<file path="src/rtl/sitad_pkg.sv">
// ----------------------------------------------------------------------------
// sitad_pkg
// Shared types and constants for the signed integer to ASCII decimal block.
// ----------------------------------------------------------------------------
`default_nettype none

package sitad_pkg;

	localparam int unsigned NUM_DIGITS    = 10;
	localparam int unsigned BCD_W         = NUM_DIGITS * 4;
	localparam int unsigned BIN_W         = 32;
	localparam int unsigned BITS_PER_STEP = 4;
	localparam int unsigned NUM_STEPS     = BIN_W / BITS_PER_STEP;
	localparam int unsigned STEP_CNT_W    = $clog2(NUM_STEPS);
	localparam int unsigned DIG_CNT_W     = $clog2(NUM_DIGITS + 1);

	localparam logic [7:0] ASCII_ZERO  = 8'd48;
	localparam logic [7:0] ASCII_NINE  = 8'd57;
	localparam logic [7:0] ASCII_MINUS = 8'd45;

	typedef enum logic [2:0] {
		S_IDLE,
		S_CONV,
		S_SKIP,
		S_SIGN,
		S_DIGIT
	} state_t;

	typedef struct packed {
		logic load;
		logic step;
		logic shift;
		logic sign;
	} cmd_t;

	typedef struct packed {
		logic step_last;
		logic top_zero;
		logic dig_one;
		logic negative;
	} status_t;

endpackage

`default_nettype wire

</file>
<file path="src/rtl/signed_int_to_ascii_decimal.sv">
// ----------------------------------------------------------------------------
// signed_int_to_ascii_decimal
// Renders a signed 32-bit integer as ASCII decimal text, one character per
// item, most significant digit first, with an optional leading minus sign.
// ----------------------------------------------------------------------------
//  channel  | handshake            | payload
//  ---------+----------------------+-----------------------------
//  input    | in_valid / in_stall  | number[31:0] (signed)
//  output   | out_valid / out_stall| char_code[7:0], last_char
//
//  per number: a load, the conversion at 4 bits per cycle, dropping the leading
//  zeros of the magnitude and leaving that state, then one character at a time,
//  each held while the output stalls.
//  the next number is taken only once the last character has left.
//  reset clears the sequencer only; no state is kept between numbers.
// ----------------------------------------------------------------------------
`default_nettype none

module signed_int_to_ascii_decimal
	import sitad_pkg::*;
(
	input  wire logic                    clk,
	input  wire logic                    arst_n,
	input  wire logic                    in_valid,
	output logic                         in_stall,
	input  wire logic signed [BIN_W-1:0] number,
	output logic                         out_valid,
	input  wire logic                    out_stall,
	output logic [7:0]                   char_code,
	output logic                         last_char
);

	cmd_t    cmd;
	status_t status;

	sitad_ctrl u_ctrl (
		.clk       (clk),
		.arst_n    (arst_n),
		.in_valid  (in_valid),
		.in_stall  (in_stall),
		.out_valid (out_valid),
		.out_stall (out_stall),
		.status    (status),
		.cmd       (cmd)
	);

	sitad_datapath u_datapath (
		.clk       (clk),
		.number    (number),
		.cmd       (cmd),
		.status    (status),
		.char_code (char_code),
		.last_char (last_char)
	);

endmodule

`default_nettype wire

</file>
<file path="src/rtl/sitad_datapath.sv">
// ----------------------------------------------------------------------------
// sitad_datapath
// Magnitude, shift-add-3 binary to BCD converter and character shifter.
// ----------------------------------------------------------------------------
`default_nettype none

module sitad_datapath
	import sitad_pkg::*;
(
	input  wire logic                    clk,
	input  wire logic signed [BIN_W-1:0] number,
	input  wire cmd_t                    cmd,
	output status_t                      status,
	output logic [7:0]                   char_code,
	output logic                         last_char
);

	logic [BIN_W-1:0]      mag_q;
	logic [BCD_W-1:0]      bcd_q;
	logic [STEP_CNT_W-1:0] cnt_q;
	logic [DIG_CNT_W-1:0]  dig_q;
	logic                  neg_q;

	logic [BIN_W-1:0] mag_in;
	logic [BCD_W-1:0] bcd_nx;
	logic [BIN_W-1:0] mag_nx;
	logic [3:0]       top;

	assign mag_in = number[BIN_W-1] ? BIN_W'(~number + 1'b1) : BIN_W'(number);

	// several shift-add-3 iterations per cycle
	always_comb begin
		logic [BCD_W-1:0] b;
		logic [BIN_W-1:0] m;
		b = bcd_q;
		m = mag_q;
		for (int s = 0; s < BITS_PER_STEP; s++) begin
			for (int d = 0; d < NUM_DIGITS; d++) begin
				if (b[4*d +: 4] >= 4'd5) begin
					b[4*d +: 4] = b[4*d +: 4] + 4'd3;
				end
			end
			b = {b[BCD_W-2:0], m[BIN_W-1]};
			m = {m[BIN_W-2:0], 1'b0};
		end
		bcd_nx = b;
		mag_nx = m;
	end

	always_ff @(posedge clk) begin
		if (cmd.load) begin
			mag_q <= mag_in;
			bcd_q <= '0;
			cnt_q <= '0;
			dig_q <= DIG_CNT_W'(NUM_DIGITS);
			neg_q <= number[BIN_W-1];
		end else if (cmd.step) begin
			mag_q <= mag_nx;
			bcd_q <= bcd_nx;
			cnt_q <= cnt_q + 1'b1;
		end else if (cmd.shift) begin
			bcd_q <= {bcd_q[BCD_W-5:0], 4'h0};
			dig_q <= dig_q - 1'b1;
		end
	end

	assign top = bcd_q[BCD_W-1 -: 4];

	assign status.step_last = (cnt_q == STEP_CNT_W'(NUM_STEPS - 1));
	assign status.top_zero  = (top == 4'h0);
	assign status.dig_one   = (dig_q == DIG_CNT_W'(1));
	assign status.negative  = neg_q;

	assign char_code = cmd.sign ? ASCII_MINUS : 8'(ASCII_ZERO + {4'h0, top});
	assign last_char = !cmd.sign && status.dig_one;

endmodule

`default_nettype wire

</file>
<file path="src/rtl/sitad_ctrl.sv">
// ----------------------------------------------------------------------------
// sitad_ctrl
// Sequencer: load, convert, drop leading zeros, then hand out characters.
// ----------------------------------------------------------------------------
`default_nettype none

module sitad_ctrl
	import sitad_pkg::*;
(
	input  wire logic    clk,
	input  wire logic    arst_n,
	input  wire logic    in_valid,
	output logic         in_stall,
	output logic         out_valid,
	input  wire logic    out_stall,
	input  wire status_t status,
	output cmd_t         cmd
);

	state_t state_q;
	state_t state_nx;

	always_ff @(posedge clk or negedge arst_n) begin
		if (!arst_n) begin
			state_q <= S_IDLE;
		end else begin
			state_q <= state_nx;
		end
	end

	always_comb begin
		state_nx = state_q;
		unique case (state_q)
			S_IDLE: begin
				if (in_valid) state_nx = S_CONV;
			end
			S_CONV: begin
				if (status.step_last) state_nx = S_SKIP;
			end
			S_SKIP: begin
				if (!(status.top_zero && !status.dig_one)) begin
					state_nx = status.negative ? S_SIGN : S_DIGIT;
				end
			end
			S_SIGN: begin
				if (!out_stall) state_nx = S_DIGIT;
			end
			S_DIGIT: begin
				if (!out_stall && status.dig_one) state_nx = S_IDLE;
			end
			default: state_nx = S_IDLE;
		endcase
	end

	always_comb begin
		cmd       = '0;
		in_stall  = 1'b1;
		out_valid = 1'b0;
		unique case (state_q)
			S_IDLE: begin
				in_stall = 1'b0;
				cmd.load = in_valid;
			end
			S_CONV: begin
				cmd.step = 1'b1;
			end
			S_SKIP: begin
				cmd.shift = status.top_zero && !status.dig_one;
			end
			S_SIGN: begin
				out_valid = 1'b1;
				cmd.sign  = 1'b1;
			end
			S_DIGIT: begin
				out_valid = 1'b1;
				cmd.shift = !out_stall && !status.dig_one;
			end
			default: begin
				in_stall = 1'b1;
			end
		endcase
	end

endmodule

`default_nettype wire

</file>
<file path="config.mk">
export PLATFORM = sky130hd
export DESIGN_NAME = signed_int_to_ascii_decimal
export DESIGN_NICKNAME = d
export VERILOG_FILES = /design/src/rtl/sitad_pkg.sv /design/src/rtl/signed_int_to_ascii_decimal.sv /design/src/rtl/sitad_datapath.sv /design/src/rtl/sitad_ctrl.sv
export SDC_FILE = /design/constraint.sdc
export NUM_CORES = 1
export LEC_CHECK = 0
export BUFFER_PORTS_ARGS = -buffer_cell sky130_fd_sc_hd__buf_2
export CAP_MARGIN = 5
export CORE_MARGIN = 3
export CORE_UTILIZATION = 50
export CTS_BUF_LIST = sky130_fd_sc_hd__clkbuf_16
export CTS_CLUSTER_DIAMETER = 200
export CTS_CLUSTER_SIZE = 40
export DETAILED_ROUTE_END_ITERATION = 10
export GPL_ROUTABILITY_DRIVEN = 0
export GPL_TIMING_DRIVEN = 0
export PLACE_DENSITY = 0.63
export SLEW_MARGIN = 10
export SYNTH_ARGS = -nofsm -noshare
export SYNTH_HDL_FRONTEND = slang
export SYNTH_HIERARCHICAL = 1
export SYNTH_SLANG_ARGS = --single-unit
</file>
<file path="constraint.sdc">
create_clock -name clk -period 4.5 [get_ports clk]
set_clock_uncertainty 0.1 [all_clocks]
set_input_delay 0.225 -clock clk [delete_from_list [all_inputs] [get_ports clk]]
set_output_delay 0.225 -clock clk [all_outputs]
set_load 0.005 [all_outputs]
</file>
==> flow_summary.toml, run 1 <==
[sta]
maxSlewViolCount = 0
min_period_ns = 4.16
setup_tns_ns = 0
fmaxAchievable_mhz = 241
tightest_slew_ns = 0.901
period_share = 0.924
finalSetupViolations = 0
slew-limit-headroom = 0.400
hold_violations = 0

[floorplanning]
die_x_um = 140
start_util = 0.513
ios = 47
die_y_um = 140
row_count = 48
coreArea_um2 = 17400
fp.dieArea_um2 = 19500

[global_route]
grt_pass1_vias = 8104
grt_overflow = 0
grt_pass1_wl_mm = 39.3
grt_max_degree = 36
grt_antenna_before_repair = 0
grt_usage = 0.238

[flow_run]
maxCapViolations = 0

[setup_path]
crit_path_start_kind = "register"
crit_top_cell = "ha_1"
end_kind = "register"
crit_chain = "inv_1, ha_1, nor2b_2, o21a_1, or2_2, or3_1, nand2_1, inv_1, ha_1, nand2b_1, nand2_1, a21oi_1, a21oi_1, ha_1, nor2b_1, o311a_1, nor3_1, a2111oi_0"
regToRegSetupSlack_ns = 0.34
critPathKind = "register to register"
cp_data_arrival_time_ns = 4.29
critical-path-slowest-cell = "dfxtp_1"
required_ns = 4.63
path_max_fanout = 7
cpPeakStageDelay_ns = 0.46

[clocking]
clock-sinks = 83
clk_pin_slew_ns = 0.06
cts_tree = "built"
numCtsBuffers = 9
cts_root_buffer = "clkbuf_16"
clock_path_buffers = 2
clock_latency_ns = 0.35
h-tree-depth = 3
post_cts.repair.setup_buffers = 0

[yosys]
synth.largest_area_cell = "edfxtp_1"
synth_edf_count = 33
avgSynthCellArea_um2 = 7.58
synth_cell_types = 75
yosysSeqAreaShare = 0.225
synthTopCellsByArea = "edfxtp_1, dfxtp_1, ha_1"
syn_area_um2 = 8930
synth_warnings = 6
ys_seq_elements = 83
postSynthCellCount = 1178
synth.top_cell.area_share = 0.111
ys_async_sr_fraction = 0.0361
ys.flop_type = "dfxtp_1"

[routing]
ant_nets = 0
routed_wl_mm = 23.9
drtIter0Drc = 805
post_drt_via_cell_ratio = 6.04
routedWlPerCell_um = 16.3
vias = 8836
dr.pass1.iters = 6
drc = 0

[finish]
multi_input_area_um2 = 6450
final_cell_area_um2 = 9780
layout-drive-gt1-share = 0.0985
final.fill_count = 1742
area_growth_pct = 9.57
ff_latch_area_um2 = 2010
n_antenna_cell = 0
nets = 1315

[status]
status = "completed"

[placement]
placedInstanceArea_um2 = 9430
dp_hpwl_mm = 17.8
portBuffers = 43

[min_path]
worst_hold_path_type = "input port to async pin"
-- routing by layer --
metal,share of wire,vias to the layer above,GRT usage
met5,0,-,0
met4,0.012,0,0.0469
met3,0.047,30,0.0385
met2,0.46,226,0.387
met1,0.48,4094,0.338
li1,-,4486,-
-- worst paths after layout --
| path | from | to | depth (start not counted) |
|---|---|---|---|
| setup reg to reg | u_datapath/bcd_q[32] | u_datapath/bcd_q[38] | 18 |
| min in group clk | number[31] | u_datapath/neg_q | 1 |
| setup / recovery | u_datapath/bcd_q[32] | u_datapath/bcd_q[38] | 18 |
| hold / removal | arst_n | u_ctrl/state_q[0] | 2 |
| max in group asynchronous | arst_n | u_ctrl/state_q[2] | 2 |
| hold reg to reg | u_datapath/cnt_q[1] | u_datapath/cnt_q[1] | 2 |
-- synth_stat cells, drive strengths merged (16+ instances only) --
| master | count |
|---|---|
| or2 | 21 |
| o211ai | 16 |
| o21ai | 91 |
| a311oi | 16 |
| xnor2 | 20 |
| xor2 | 29 |
| a211oi | 35 |
| clkbuf | 47 |
| nor2 | 110 |
| o211a | 24 |
| mux2i | 40 |
| and2 | 18 |
| ha | 45 |
| nand3 | 23 |
| nand2b | 23 |
| edfxtp | 33 |
| or3 | 17 |
| nand2 | 111 |
| nor2b | 22 |
| inv | 59 |
| dfxtp | 47 |
| a21oi | 92 |
-- per-stage QoR --
stage	worst slack (ns)	instances	hold slack, ns	utilization
6_report	0.343	1464	0.0851	0.562
5_1_grt	-0.0118	1464	0.0878	0.562
4_1_cts	0.112	1464	0.0716	0.561
3_5_place_dp	0.131	1447	-0.0751	0.541
3_3_place_gp	0.131	1447	-0.0768	0.541
2_1_floorplan	0.859	1179	-0.171	-
-- registers in the layout (all words and copies together), names as in the netlist --
register and flops:
u_datapath/cnt_q 3, u_datapath/bcd_q 40, u_ctrl/state_q 3, u_datapath/dig_q 4
u_datapath/neg_q 1, u_datapath/mag_q 32
-- cells in the final DEF, fill, tap and decap left out, types with 6 or more instances in the layout --
master and instances:
a2111oi_0 9, a311oi_1 16, a21boi_0 6, o211a_1 24, edfxtp_1 33, nand2b_1 23
o21bai_1 7, buf_2 43, ha_1 45, and2_1 18, a211oi_1 35, xnor2_1 20
o31ai_1 9, a21o_1 15, nand2_1 111, nand3b_1 9, nor3b_1 9, a31oi_1 12
and3_1 7, o211ai_1 16, mux2i_1 40, nand3_1 23, dfxtp_1 47, or3_1 16
nor3_1 14, nor2_1 109, buf_1 8, o22ai_1 8, or2_2 21, o21a_1 15
mux2_2 8, a211o_1 14, o21ai_0 90, nor2b_1 21, clkbuf_16 9, a221oi_1 12
xor2_1 29, inv_1 59, a21oi_1 91, clkbuf_1 47
-- critical path, delay by kind of cell (launching register included) --
family | cells | cell delay, ns
compound gates | 5 | 1.11
fa+ha+maj | 3 | 0.66
buf+inv | 2 | 0.22
flops | 1 | 0.46
simple gates | 8 | 1.48
-- timing repair --
item                                    in CTS  in global routing
endpoints found under the setup margin       0                  4
hold endpoints to repair                     3                  0
hold buffers                                 1                  0
resized for setup                            0                  5
-- area by class of cell --
type / count / area share
Buffer: 62 / 0.0272
Clock buffer: 9 / 0.0230
Clock inverter: 7 / 0.0104
Inverter: 60 / 0.0230
Multi-Input combinational cell: 974 / 0.659
Sequential cell: 83 / 0.205
Tap cell: 225 / 0.0288
Timing Repair Buffer: 44 / 0.0230
-- kinds of logic (layout without fill, tap and decap cells) --
kind of cell | after synthesis | count (layout) | share of synthesized area
AND/OR/NAND/NOR | 403 | 403 | 0.223
flip-flops | 83 | 83 | 0.225
buffers and inverters | 122 | 182 | 0.0551
XOR/XNOR | 49 | 49 | 0.0481
other | 2 | 3 | 0.000841
adder cells (fa/ha/maj) | 45 | 45 | 0.0631
AO/OA/AOI/OAI | 425 | 425 | 0.328
multiplexers | 49 | 49 | 0.0566
Power of run 1 is not shown: default switching activity piles up to over one toggle a cycle in this logic, so the estimate is an artifact.
==> inputs of run 2 (changes only) <==
- ABC_AREA: unset -> 1
==> flow_summary.toml, run 2 <==
[yosys]
synth.top_cells.by_count = "nand2_1, inv_1, nand3_1"
synth_warnings = 6
yosysSeqAreaShare = 0.242
postSynthCellCount = 1284
synth_edf_count = 33
synth_cell_types = 47
avgSynthCellArea_um2 = 6.45
synth_most_common_cell = "nand2_1"
ys_async_sr_fraction = 0.0361
synth.top_cell.area_share = 0.163
synthTopCellsByArea = "nand2_1, edfxtp_1, dfxtp_1"
ys.flop_type = "dfxtp_1"
syn_area_um2 = 8280
synth.largest_area_cell = "nand2_1"
ys_seq_elements = 83

[finish]
final.fill_count = 1639
multi_input_area_um2 = 5370
largest_register_ffs = 40
largest_register = "u_datapath/bcd_q"
nets = 1421
most-common-layout-cells = "nand2_1, inv_1, nand3_1"
layout-drive-gt1-share = 0.142
n_antenna_cell = 0
ff_latch_area_um2 = 2010
final_cell_area_um2 = 9050
reg_top3 = "u_datapath/bcd_q: 40 flops, u_datapath/mag_q: 32 flops, u_datapath/dig_q: 4 flops"
area_growth_pct = 9.21
layout.cells.most_common = "nand2_1"

[floorplanning]
die_y_um = 135
die_x_um = 135
row_count = 46
coreArea_um2 = 16100
ios = 47
fp.dieArea_um2 = 18100
start_util = 0.516

[global_route]
grt_pass1_vias = 7475
grt_pass1_wl_mm = 34.1
grt_antenna_before_repair = 0
grt_max_degree = 33
grt_usage = 0.224
grt_overflow = 0

[routing]
vias = 8097
drc = 0
dr.pass1.iters = 4
routed_wl_mm = 19.9
post_drt_via_cell_ratio = 5.19
ant_nets = 0
routedWlPerCell_um = 12.7
drtIter0Drc = 502

[sta]
hold_violations = 0
maxSlewViolCount = 0
slew-limit-headroom = 0.443
whs_ns = 0.0356
setup_tns_ns = 0
rsz0062_at_grt = "false"
fmaxAchievable_mhz = 267
finalSetupViolations = 0
tightest_slew_ns = 0.836
min_period_ns = 3.75
period_share = 0.834

[clocking]
numCtsBuffers = 9
cts_hold_buf = 1
clock_path_buffers = 2
cts_tree = "built"
cts_resized = 0
clk_pin_slew_ns = 0.06
cts_root_buffer = "clkbuf_16"
h-tree-depth = 3
post_cts.repair.setup_buffers = 0
clock-sinks = 83
clock_latency_ns = 0.34

[setup_path]
critPathKind = "register to register"
reg2reg_depth = 28
r2r-end = "u_datapath/bcd_q[38]"
critical-path-slowest-cell = "dfxtp_1"
crit_path_start_kind = "register"
crit_start = "u_datapath/bcd_q[32]"
required_ns = 4.67
cpPeakStageDelay_ns = 0.39
end_kind = "register"
crit_top_cell = "nand2_1"
path_max_fanout = 5
crit_path_end = "u_datapath/bcd_q[38]"
r2r_start = "u_datapath/bcd_q[32]"
cp_data_arrival_time_ns = 3.92
regToRegSetupSlack_ns = 0.75

[placement]
placedInstanceArea_um2 = 8780
dp_hpwl_mm = 15.7
portBuffers = 43

[min_path]
worst_hold_path_type = "input port to register"

[flow_run]
maxCapViolations = 0

[status]
status = "completed"
-- run 2: cell count changes in the layout (fill, tap and decap cells not counted), moves of 35 or more --
| cell | before | now |
|---|---|---|
| a211oi_1 | 35 | 0 |
| a21oi_1 | 91 | 38 |
| mux2i_1 | 40 | 0 |
| nand2_1 | 111 | 359 |
| nand2_2 | 0 | 53 |
| nand4_1 | 3 | 43 |
| nand3_1 | 23 | 107 |
| nor2_1 | 109 | 54 |
| inv_1 | 59 | 200 |
-- run 2: worst min path at each step --
| stage | start | cells after the start | slack, ns | end |
|---|---|---|---|---|
| after floorplan | arst_n | 0 | -0.17 | u_ctrl/state_q[0] |
| after global placement | arst_n | 1 | -0.06 | u_ctrl/state_q[1] |
| after detailed placement | arst_n | 1 | -0.06 | u_ctrl/state_q[1] |
| after CTS | number[31] | 1 | 0.02 | u_datapath/neg_q |
| after global routing | number[31] | 1 | 0.04 | u_datapath/neg_q |
| final | number[31] | 1 | 0.04 | u_datapath/neg_q |
-- run 2: cell type report --
class | count | area share
sequential | 83 | 0.222
inverter | 209 | 0.0867
clock buffer | 9 | 0.0249
buffer | 30 | 0.0147
multi-input combinational | 963 | 0.593
timing repair buffer | 44 | 0.0249
tap | 216 | 0.0299
clock inverter | 7 | 0.00401
-- run 2: routing by layer --
| metal | GRT usage | up-vias | share of wire |
|---|---|---|---|
| met2 | 0.375 | 135 | 0.46 |
| li1 | - | 4319 | - |
| met4 | 0.0560 | 0 | 0.014 |
| met3 | 0.0328 | 18 | 0.044 |
| met5 | 0 | - | 0 |
| met1 | 0.306 | 3625 | 0.48 |
-- run 2: cell families after synthesis --
kind of cell / share of synthesized area
flops: 0.242
buf+inv: 0.111
compound gates: 0.140
xor+xnor: 0.0347
other cells: 0.000907
fa+ha+maj: 0.0680
simple gates: 0.403
-- run 2: worst max-delay path: cells and delay by family, from the launching register on --
family	cells	cell delay, ns
and+or+nand+nor	18	1.93
adders and majority gates	4	0.75
DFF	1	0.39
buffers and inverters	5	0.34
AOI/OAI and AO/OA	1	0.17
-- run 2: stage by stage --
stage | setup WS (ns) | utilization | cells
2_1_floorplan | 1.23 | - | 1285
5_1_grt | 0.317 | 0.563 | 1561
6_report | 0.748 | 0.563 | 1561
3_5_place_dp | 0.764 | 0.547 | 1544
4_1_cts | 0.721 | 0.563 | 1561
3_3_place_gp | 0.817 | 0.546 | 1544
Power of run 2 is left out for the same reason.
